**src/rtl/core/btl_pkg.sv**
```systemverilog
// btl_pkg: shared types and constants for the bakery ticket lock arbiter
`default_nettype none

package btl_pkg;

   localparam int REQ_FUNC_W   = 2;
   localparam int REQ_CLIENT_W = 3;
   localparam int RSP_TICKET_W = 16;

   localparam logic [REQ_FUNC_W-1:0] FUNC_LOCK   = 2'd0;
   localparam logic [REQ_FUNC_W-1:0] FUNC_UNLOCK = 2'd1;
   localparam logic [REQ_FUNC_W-1:0] FUNC_POLL   = 2'd2;

   typedef enum logic [2:0] {
      ST_IDLE,
      ST_OWN,
      ST_OWN_DATA,
      ST_MAX,
      ST_MAX_TAIL,
      ST_WRITE,
      ST_WAIT,
      ST_WAIT_TAIL
   } btl_state_type;

   typedef enum logic [1:0] {
      SCAN_NONE,
      SCAN_MAX,
      SCAN_WAIT
   } btl_mode_type;

   typedef struct packed {
      logic         clear;
      logic         live;
      logic         flag;
      btl_mode_type mode;
   } btl_ctrl_type;

endpackage

`default_nettype wire

```
**src/rtl/core/btl_ram.sv**
```systemverilog
// btl_ram: generic single write, single read ram with registered read data
`default_nettype none

module btl_ram #(
   parameter int WIDTH = 16,
   parameter int DEPTH = 8
) (
   input  wire logic                     clock,
   input  wire logic                     we,
   input  wire logic [$clog2(DEPTH)-1:0] waddr,
   input  wire logic [WIDTH-1:0]         wdata,
   input  wire logic [$clog2(DEPTH)-1:0] raddr,
   output logic      [WIDTH-1:0]         rdata
);

   logic [WIDTH-1:0] mem_ff [DEPTH];

   always_ff @(posedge clock) begin
      if (we) begin
         mem_ff[waddr] <= wdata;
      end
      rdata <= mem_ff[raddr];
   end

endmodule

`default_nettype wire

```
**src/rtl/core/btl_scan_unit.sv**
```systemverilog
// btl_scan_unit: shared compare unit accumulating the largest ticket or the wait verdict
`default_nettype none

module btl_scan_unit
   import btl_pkg::*;
#(
   parameter int TICKET_BITS = 16,
   parameter int IDX_W       = 3
) (
   input  wire logic                   clock,
   input  wire logic                   reset,
   input  wire btl_ctrl_type           ctrl,
   input  wire logic [IDX_W-1:0]       idx,
   input  wire logic [IDX_W-1:0]       me_idx,
   input  wire logic [TICKET_BITS-1:0] data,
   input  wire logic [TICKET_BITS-1:0] own,
   output logic      [TICKET_BITS-1:0] max_ticket,
   output logic                        must_wait
);

   logic [TICKET_BITS-1:0] max_ff;
   logic [TICKET_BITS-1:0] max_in;
   logic                   wait_ff;
   logic                   wait_in;
   logic [TICKET_BITS-1:0] opa;
   logic [TICKET_BITS-1:0] opb;
   logic                   gt;
   logic                   eq;

   // one magnitude comparator, operands steered by the scan mode
   always_comb begin
      opa = data;
      opb = max_ff;
      if (ctrl.mode == SCAN_WAIT) begin
         opa = own;
         opb = data;
      end
      gt = opa > opb;
      eq = own == data;
   end

   always_comb begin
      max_in  = max_ff;
      wait_in = wait_ff;
      if (ctrl.clear) begin
         max_in  = '0;
         wait_in = 1'b0;
      end else if (ctrl.live) begin
         case (ctrl.mode)
            SCAN_MAX: begin
               if (gt) begin
                  max_in = data;
               end
            end
            SCAN_WAIT: begin
               if (ctrl.flag && (gt || (eq && (me_idx > idx)))) begin
                  wait_in = 1'b1;
               end
            end
            default: begin
            end
         endcase
      end
   end

   always_ff @(posedge clock) begin
      if (reset) begin
         max_ff  <= '0;
         wait_ff <= 1'b0;
      end else begin
         max_ff  <= max_in;
         wait_ff <= wait_in;
      end
   end

   assign max_ticket = max_ff;
   assign must_wait  = wait_ff;

endmodule

`default_nettype wire

```
**src/rtl/core/bakery_ticket_lock_arbiter.sv**
```systemverilog
// bakery_ticket_lock_arbiter: top level, sequencer, flags and ticket store
//
// Usage
//   A request is a transfer when start is high and busy is low; req_func
//   selects lock, unlock or poll and req_client names the client. Each
//   request gives exactly one response: rsp_valid is high for one cycle with
//   rsp_ticket, rsp_must_wait and rsp_overflow. The receiver cannot stall;
//   the response must be taken in that cycle. busy stays high from the cycle
//   after the transfer up to and including the response cycle.
//   Steps from the transfer to the response:
//     lock        largest ticket pass, write, wait pass
//     poll        own ticket read, wait pass
//     unlock      own ticket read, unused code likewise
//     bad client  response straight from idle
//   One request at a time; the two passes read the ticket ram one entry a
//   cycle through its single read port and the shared compare unit.
//   Reset clears all waiting flags and marks every ticket as zero through
//   per-client valid bits; no clearing pass is needed.
`default_nettype none

module bakery_ticket_lock_arbiter
   import btl_pkg::*;
#(
   parameter int CLIENTS     = 8,
   parameter int TICKET_BITS = 16
) (
   input  wire logic                    clock,
   input  wire logic                    reset,
   input  wire logic                    start,
   output logic                         busy,
   input  wire logic [REQ_FUNC_W-1:0]   req_func,
   input  wire logic [REQ_CLIENT_W-1:0] req_client,
   output logic                         rsp_valid,
   output logic      [RSP_TICKET_W-1:0] rsp_ticket,
   output logic                         rsp_must_wait,
   output logic                         rsp_overflow
);

   localparam int IDX_W = $clog2(CLIENTS);
   localparam logic [TICKET_BITS-1:0] TICKET_TOP = '1;
   localparam logic [IDX_W-1:0] LAST_IDX = IDX_W'(CLIENTS - 1);

   btl_state_type state_ff, state_in;
   logic          resp_ff, resp_in;
   logic [REQ_FUNC_W-1:0]   func_ff, func_in;
   logic [REQ_CLIENT_W-1:0] client_ff, client_in;
   logic [IDX_W-1:0]        cnt_ff, cnt_in;
   logic [TICKET_BITS-1:0]  own_ff, own_in;
   logic                    ovf_ff, ovf_in;
   logic                    flags_ff [CLIENTS];
   logic                    valid_ff [CLIENTS];
   logic                    rd_live_ff;
   logic [IDX_W-1:0]        rd_idx_ff;

   logic                    rd_en;
   logic [IDX_W-1:0]        raddr;
   logic                    we;
   logic [TICKET_BITS-1:0]  wdata;
   logic [TICKET_BITS-1:0]  rdata;
   logic [TICKET_BITS-1:0]  rdata_v;
   logic                    flag_set;
   logic                    flag_clr;
   logic [IDX_W-1:0]        me_idx;
   logic [TICKET_BITS-1:0]  max_ticket;
   logic [TICKET_BITS-1:0]  next_ticket;
   logic                    scan_wait;
   btl_ctrl_type            ctrl;

   assign me_idx      = IDX_W'(client_ff);
   assign rdata_v     = valid_ff[rd_idx_ff] ? rdata : '0;
   assign next_ticket = (max_ticket == TICKET_TOP) ? TICKET_TOP : max_ticket + 1'b1;
   assign wdata       = next_ticket;

   btl_ram #(
      .WIDTH (TICKET_BITS),
      .DEPTH (CLIENTS)
   ) u_ticket_ram (
      .clock (clock),
      .we    (we),
      .waddr (me_idx),
      .wdata (wdata),
      .raddr (raddr),
      .rdata (rdata)
   );

   btl_scan_unit #(
      .TICKET_BITS (TICKET_BITS),
      .IDX_W       (IDX_W)
   ) u_scan_unit (
      .clock      (clock),
      .reset      (reset),
      .ctrl       (ctrl),
      .idx        (rd_idx_ff),
      .me_idx     (me_idx),
      .data       (rdata_v),
      .own        (own_ff),
      .max_ticket (max_ticket),
      .must_wait  (scan_wait)
   );

   always_comb begin
      state_in   = state_ff;
      resp_in    = 1'b0;
      func_in    = func_ff;
      client_in  = client_ff;
      cnt_in     = cnt_ff;
      own_in     = own_ff;
      ovf_in     = ovf_ff;
      rd_en      = 1'b0;
      raddr      = '0;
      we         = 1'b0;
      flag_set   = 1'b0;
      flag_clr   = 1'b0;
      ctrl.clear = 1'b0;
      ctrl.live  = rd_live_ff;
      ctrl.flag  = flags_ff[rd_idx_ff];
      ctrl.mode  = SCAN_NONE;
      busy       = 1'b1;
      case (state_ff)
         ST_IDLE: begin
            busy = resp_ff;
            if (start && !resp_ff) begin
               func_in    = req_func;
               client_in  = req_client;
               own_in     = '0;
               ovf_in     = 1'b0;
               cnt_in     = '0;
               ctrl.clear = 1'b0;
               ctrl.clear = 1'b1;
               if (32'(req_client) >= CLIENTS) begin
                  resp_in  = 1'b1;
                  state_in = ST_IDLE;
               end else if (req_func == FUNC_LOCK) begin
                  state_in = ST_MAX;
               end else begin
                  state_in = ST_OWN;
               end
            end
         end
         ST_OWN: begin
            rd_en    = 1'b1;
            raddr    = me_idx;
            flag_clr = func_ff == FUNC_UNLOCK;
            state_in = ST_OWN_DATA;
         end
         ST_OWN_DATA: begin
            own_in = rdata_v;
            if (func_ff == FUNC_POLL) begin
               state_in = ST_WAIT;
            end else begin
               resp_in  = 1'b1;
               state_in = ST_IDLE;
            end
         end
         ST_MAX: begin
            rd_en     = 1'b1;
            raddr     = cnt_ff;
            ctrl.mode = SCAN_MAX;
            if (cnt_ff == LAST_IDX) begin
               cnt_in   = '0;
               state_in = ST_MAX_TAIL;
            end else begin
               cnt_in = cnt_ff + 1'b1;
            end
         end
         ST_MAX_TAIL: begin
            ctrl.mode = SCAN_MAX;
            state_in  = ST_WRITE;
         end
         ST_WRITE: begin
            we       = 1'b1;
            flag_set = 1'b1;
            own_in   = next_ticket;
            ovf_in   = max_ticket == TICKET_TOP;
            state_in = ST_WAIT;
         end
         ST_WAIT: begin
            rd_en     = 1'b1;
            raddr     = cnt_ff;
            ctrl.mode = SCAN_WAIT;
            if (cnt_ff == LAST_IDX) begin
               cnt_in   = '0;
               state_in = ST_WAIT_TAIL;
            end else begin
               cnt_in = cnt_ff + 1'b1;
            end
         end
         ST_WAIT_TAIL: begin
            ctrl.mode = SCAN_WAIT;
            resp_in   = 1'b1;
            state_in  = ST_IDLE;
         end
         default: begin
            state_in = ST_IDLE;
         end
      endcase
   end

   always_ff @(posedge clock) begin
      if (reset) begin
         state_ff   <= ST_IDLE;
         resp_ff    <= 1'b0;
         rd_live_ff <= 1'b0;
         ovf_ff     <= 1'b0;
      end else begin
         state_ff   <= state_in;
         resp_ff    <= resp_in;
         rd_live_ff <= rd_en;
         ovf_ff     <= ovf_in;
      end
   end

   always_ff @(posedge clock) begin
      func_ff   <= func_in;
      client_ff <= client_in;
      cnt_ff    <= cnt_in;
      own_ff    <= own_in;
      rd_idx_ff <= raddr;
   end

   always_ff @(posedge clock) begin
      if (reset) begin
         for (int k = 0; k < CLIENTS; k++) begin
            flags_ff[k] <= 1'b0;
            valid_ff[k] <= 1'b0;
         end
      end else begin
         if (flag_set) begin
            flags_ff[me_idx] <= 1'b1;
         end else if (flag_clr) begin
            flags_ff[me_idx] <= 1'b0;
         end
         if (we) begin
            valid_ff[me_idx] <= 1'b1;
         end
      end
   end

   // response strobe is registered from the final sequencer step and shows in the cycle after it
   assign rsp_valid     = resp_ff;
   assign rsp_ticket    = resp_ff ? RSP_TICKET_W'(own_ff) : '0;
   assign rsp_must_wait = resp_ff & scan_wait;
   assign rsp_overflow  = resp_ff & ovf_ff;

endmodule

`default_nettype wire

```
**config.mk**
```make
export PLATFORM = sky130hd
export DESIGN_NAME = bakery_ticket_lock_arbiter
export DESIGN_NICKNAME = d
export VERILOG_FILES = /design/src/rtl/core/btl_pkg.sv /design/src/rtl/core/btl_ram.sv /design/src/rtl/core/btl_scan_unit.sv /design/src/rtl/core/bakery_ticket_lock_arbiter.sv
export SDC_FILE = /design/constraint.sdc
export NUM_CORES = 1
export LEC_CHECK = 0
export BUFFER_PORTS_ARGS = -buffer_cell sky130_fd_sc_hd__buf_2
export CELL_PAD_IN_SITES_DETAIL_PLACEMENT = 2
export CELL_PAD_IN_SITES_GLOBAL_PLACEMENT = 2
export CORE_MARGIN = 5
export CORE_UTILIZATION = 44
export DETAILED_ROUTE_END_ITERATION = 10
export GPL_ROUTABILITY_DRIVEN = 0
export PLACE_DENSITY_LB_ADDON = 0.2
export SLEW_MARGIN = 10
export SYNTH_ARGS = -nofsm -noshare
export SYNTH_HDL_FRONTEND = slang
export SYNTH_SLANG_ARGS = --single-unit
export TNS_END_PERCENT = 30
```
**constraint.sdc**
```tcl
create_clock -name clock -period 7.3 [get_ports clock]
set_input_delay 1.46 -clock clock [delete_from_list [all_inputs] [get_ports clock]]
set_output_delay 1.46 -clock clock [all_outputs]
set_load 0.01 [all_outputs]
```
==> results.md <==
* CTS tree: built
* I/O Buffers at 27
* Crit path capture type: flop
* GR Overflow Total at 0
* Die ar. at 0.0254 mm^2
* FP Rows at 54
* TritonRoute pass-1 iters at 5
* Max clock buf depth at 3
* Fmax at 220 MHz
* Post-route cell area at 0.0110 mm^2
* Post-Synthesis Cell Area at 0.00982 mm^2
* Fraction of layout instances using a drive strength above 1 at 9.73%
* Fraction of registers with async set/reset at 0%
* Worst Tran Pin Value at 1.27 ns
* Pint at 2120 uW
* Crit path from: state_ff[1]
* Dominant synthesized flop cell: edfxtp_1
* Vias in the first global route at 8328
* Worst vdd rail ir drop at 0.188 mV
* WL per Instance at 25.4 um
* Period utilization at 62.3%
* Pins Over Slew Limit at 0
* DRC viols at 0
* Vias at 7526
* PwrDens at 260 mW/mm^2
* Syn. warnings at 0
* Antenna violations before repair at 0
* Clock root cell: clkbuf_16
* Dpl hpwl at 20.8 mm
* Routed WL at 32.1 mm
* Layout area overhead at 11.8%
* Crit Path Max Fanout at 32
* Critical-path top delay cell: nor2_2
* Largest net degree at the start of global routing at 66
* Static leakage at 0.00400 uW
* # clock sinks at 210
* Gr usage total at 25.0%
* Hold path startpoint: valid_ff[3]
* Area after DPL at 0.0102 mm^2
* 1st-iter DRT viols at 584
* Layout Nets at 1001
* Reg clk slew, reported paths at 0.06 ns
* FF/Latch Area at 0.00581 mm^2
* Global-route wire length before repair at 49.9 mm
* Seq/Total Area, Yosys at 59.1%
* Power share of the combinational group at 9.7%
* Setup bufs post-CTS at 0
* Post-route minimum period at 4.55 ns
* Worst Skew at 0.0188 ns
* Clock power share at 41.6%
* Required time worst endpoint at 7.71 ns
* Setup violators final at 0
* Endpoints failing hold at 0
* Cells after Synth at 963
* Antenna-violating nets left at 0
* Post-CTS resize count at 0
* Switching Power at 729 uW
* Die H at 159 um
* Critical Path AT at 4.97 ns
* FF-to-FF Start: state_ff[1]
* Crit-path cells: nand2_1, nor2_1, a21oi_1, ha_1, nand3_1, o21ai_0, a211oi_1, nor2_2, mux2i_1
* Largest delay share family, worst path: simple AND/OR/NAND/NOR gates
* Die width at 159 um
* Post-layout util at 50.2%
* Hold crit path type: reg2reg
* H-tree levels at 1
* Reg power frac at 48.7%
* Core area at 0.0219 mm^2
* Initial Util at 44.9%
* Total Neg Setup Slack at 0 ns
* CP bufs+invs at 0
* # diodes at 0
* MaxCap Viol Count at 0
* Sw frac at 25.6%
* Critical Path Max Stage Delay at 0.96 ns
* Synth Register Bits at 210
* CTS Buf Count at 23
* Status: complete, no violations
* RSZ-0062 raised after global routing: false
* Vias/cell at 5.94
* Synthesized area per cell at 10.2 um^2
* Multi-input gate area at 0.00374 mm^2
* EDFF count, synth at 160
* # hold bufs at CTS at 0
* Startpoint types: flop
* Post-synthesis cell type count at 60
* Worst skew pair latency at 0.51 ns
* IO Pins at 28
* WS Path Type: reg2reg
* Syn Nets at 993
* Slew margin rel. at 15.4%
* Fill cell count at 2239
[area by class of cell]
| cell class | instances | share of cell area, % |
|---|---|---|
| sequential | 210 | 52.9 |
| inverter | 23 | 0.786 |
| tap | 280 | 3.19 |
| timing repair buffer | 41 | 2.19 |
| clock buffer | 25 | 5.31 |
| clock inverter | 16 | 1.60 |
| multi-input combinational | 672 | 34.1 |
[cells in the mapped netlist (2+ instances only)]
library cell / number / area, um^2
nor2_2: 2 / 12.5
a22o_1: 16 / 140
nand3_1: 110 / 551
nand4_1: 5 / 31.3
nor2b_1: 4 / 25.0
xnor2_1: 3 / 26.3
dfxtp_1: 50 / 1000
inv_1: 23 / 86.3
o32ai_1: 2 / 17.5
o21a_1: 3 / 22.5
a31oi_1: 2 / 12.5
or3_1: 3 / 18.8
mux2i_1: 24 / 240
o22ai_1: 2 / 12.5
nand2b_1: 11 / 68.8
a21oi_1: 30 / 150
nor3_1: 14 / 70.1
or2_2: 2 / 12.5
and4_1: 3 / 26.3
a21o_1: 6 / 45.0
mux2_2: 2 / 22.5
a2bb2oi_1: 2 / 17.5
clkbuf_1: 37 / 139
and3_1: 8 / 50.1
buf_1: 7 / 26.3
buf_4: 2 / 15.0
ha_1: 22 / 275
edfxtp_1: 160 / 4800
o22a_1: 3 / 26.3
xor2_1: 12 / 105
o21ai_0: 51 / 255
and2_1: 22 / 138
nor2_1: 58 / 218
a211oi_1: 3 / 22.5
buf_2: 11 / 55.1
nand2_1: 224 / 841
[cells by family after synthesis]
logic type | share of synthesized area [%]
AO/OA/AOI/OAI | 8.48
XOR/XNOR | 1.34
adder cells (fa/ha/maj) | 2.80
buffers and inverters | 3.39
flip-flops | 59.1
multiplexers | 3.17
AND/OR/NAND/NOR | 21.7
[path summary, 6_finish.rpt]
check / cells after the start / endpoint / slack, ns
worst min register to register: 2 / valid_ff[3] / 0.47
worst max register to register: 9 / u_scan_unit.max_ticket[13] / 2.75
worst min-delay path: 2 / valid_ff[3] / 0.47
worst max-delay path: 9 / u_scan_unit.max_ticket[13] / 2.75
[power groups by stage]
stage / sequential, uW / combinational, uW / clock, uW
finish: 1390 / 276 / 1190
global route: 1390 / 307 / 1260
CTS: 1390 / 279 / 1200
global placement: 1410 / 256 / 0
floorplan: 1370 / 202 / 0
detailed placement: 1410 / 274 / 0
[per-layer routing]
layer | routed length (um) | share of wire [%] | track usage (%) | up-vias
li1 | - | - | - | 3427
met1 | 12800 | 40 | 31.0 | 3829
met2 | 16900 | 53 | 45.5 | 208
met3 | 1490 | 4.6 | 2.93 | 62
met4 | 958 | 3.0 | 8.03 | 0
met5 | 0 | 0 | 0 | -
[placed cells by master, fill, tap and decap left out, types with 3 or more instances in the layout]
| cell type | instances |
|---|---|
| o21a_1 | 3 |
| dfxtp_1 | 50 |
| nor3_2 | 4 |
| nand2_1 | 224 |
| a211oi_1 | 3 |
| a22o_1 | 16 |
| nor2b_1 | 4 |
| nor2_2 | 5 |
| inv_1 | 22 |
| and2_1 | 22 |
| buf_2 | 27 |
| nand2b_1 | 11 |
| clkinv_2 | 5 |
| nand4_1 | 5 |
| xnor2_1 | 3 |
| and4_1 | 3 |
| a21oi_1 | 29 |
| a21o_1 | 6 |
| or3_1 | 3 |
| edfxtp_1 | 160 |
| xor2_1 | 12 |
| ha_1 | 22 |
| bufinv_16 | 4 |
| nand3_1 | 110 |
| o21ai_0 | 51 |
| mux2i_1 | 24 |
| buf_4 | 14 |
| clkbuf_16 | 23 |
| clkinv_1 | 6 |
| nor2_1 | 54 |
| and3_1 | 8 |
| nor3_1 | 10 |
[worst reg2reg max path, cell delays in order, from the launching register on]
cell	delay, ns
dfxtp_1	0.84
nand2_1	0.83
nor2_1	0.39
a21oi_1	0.10
ha_1	0.36
nand3_1	0.11
o21ai_0	0.33
a211oi_1	0.18
nor2_2	0.96
mux2i_1	0.36
[state kept, by name (all words and copies together) (netlist names)]
signal / flops
u_ticket_ram.mem_ff: 128
own_ff: 16
u_scan_unit.max_ticket: 16
u_ticket_ram.rdata: 16
flags_ff: 8
valid_ff: 8
client_ff: 3
cnt_ff: 3
rd_idx_ff: 3
state_ff: 3
func_ff: 2
ovf_ff: 1
rd_live_ff: 1
rsp_valid: 1
u_scan_unit.must_wait: 1
[stage by stage]
step	cells	power (uW)	hold slack, ns	setup WS, ns
global route	1267	2960	0.528	2.39
detailed placement	1226	1690	0.469	2.95
finish	1267	2850	0.475	2.75
global placement	1226	1670	0.449	3.23
floorplan	963	1570	0.435	3.94
CTS	1267	2870	0.482	2.77
Note: power is estimated with default switching activity, not from simulation.
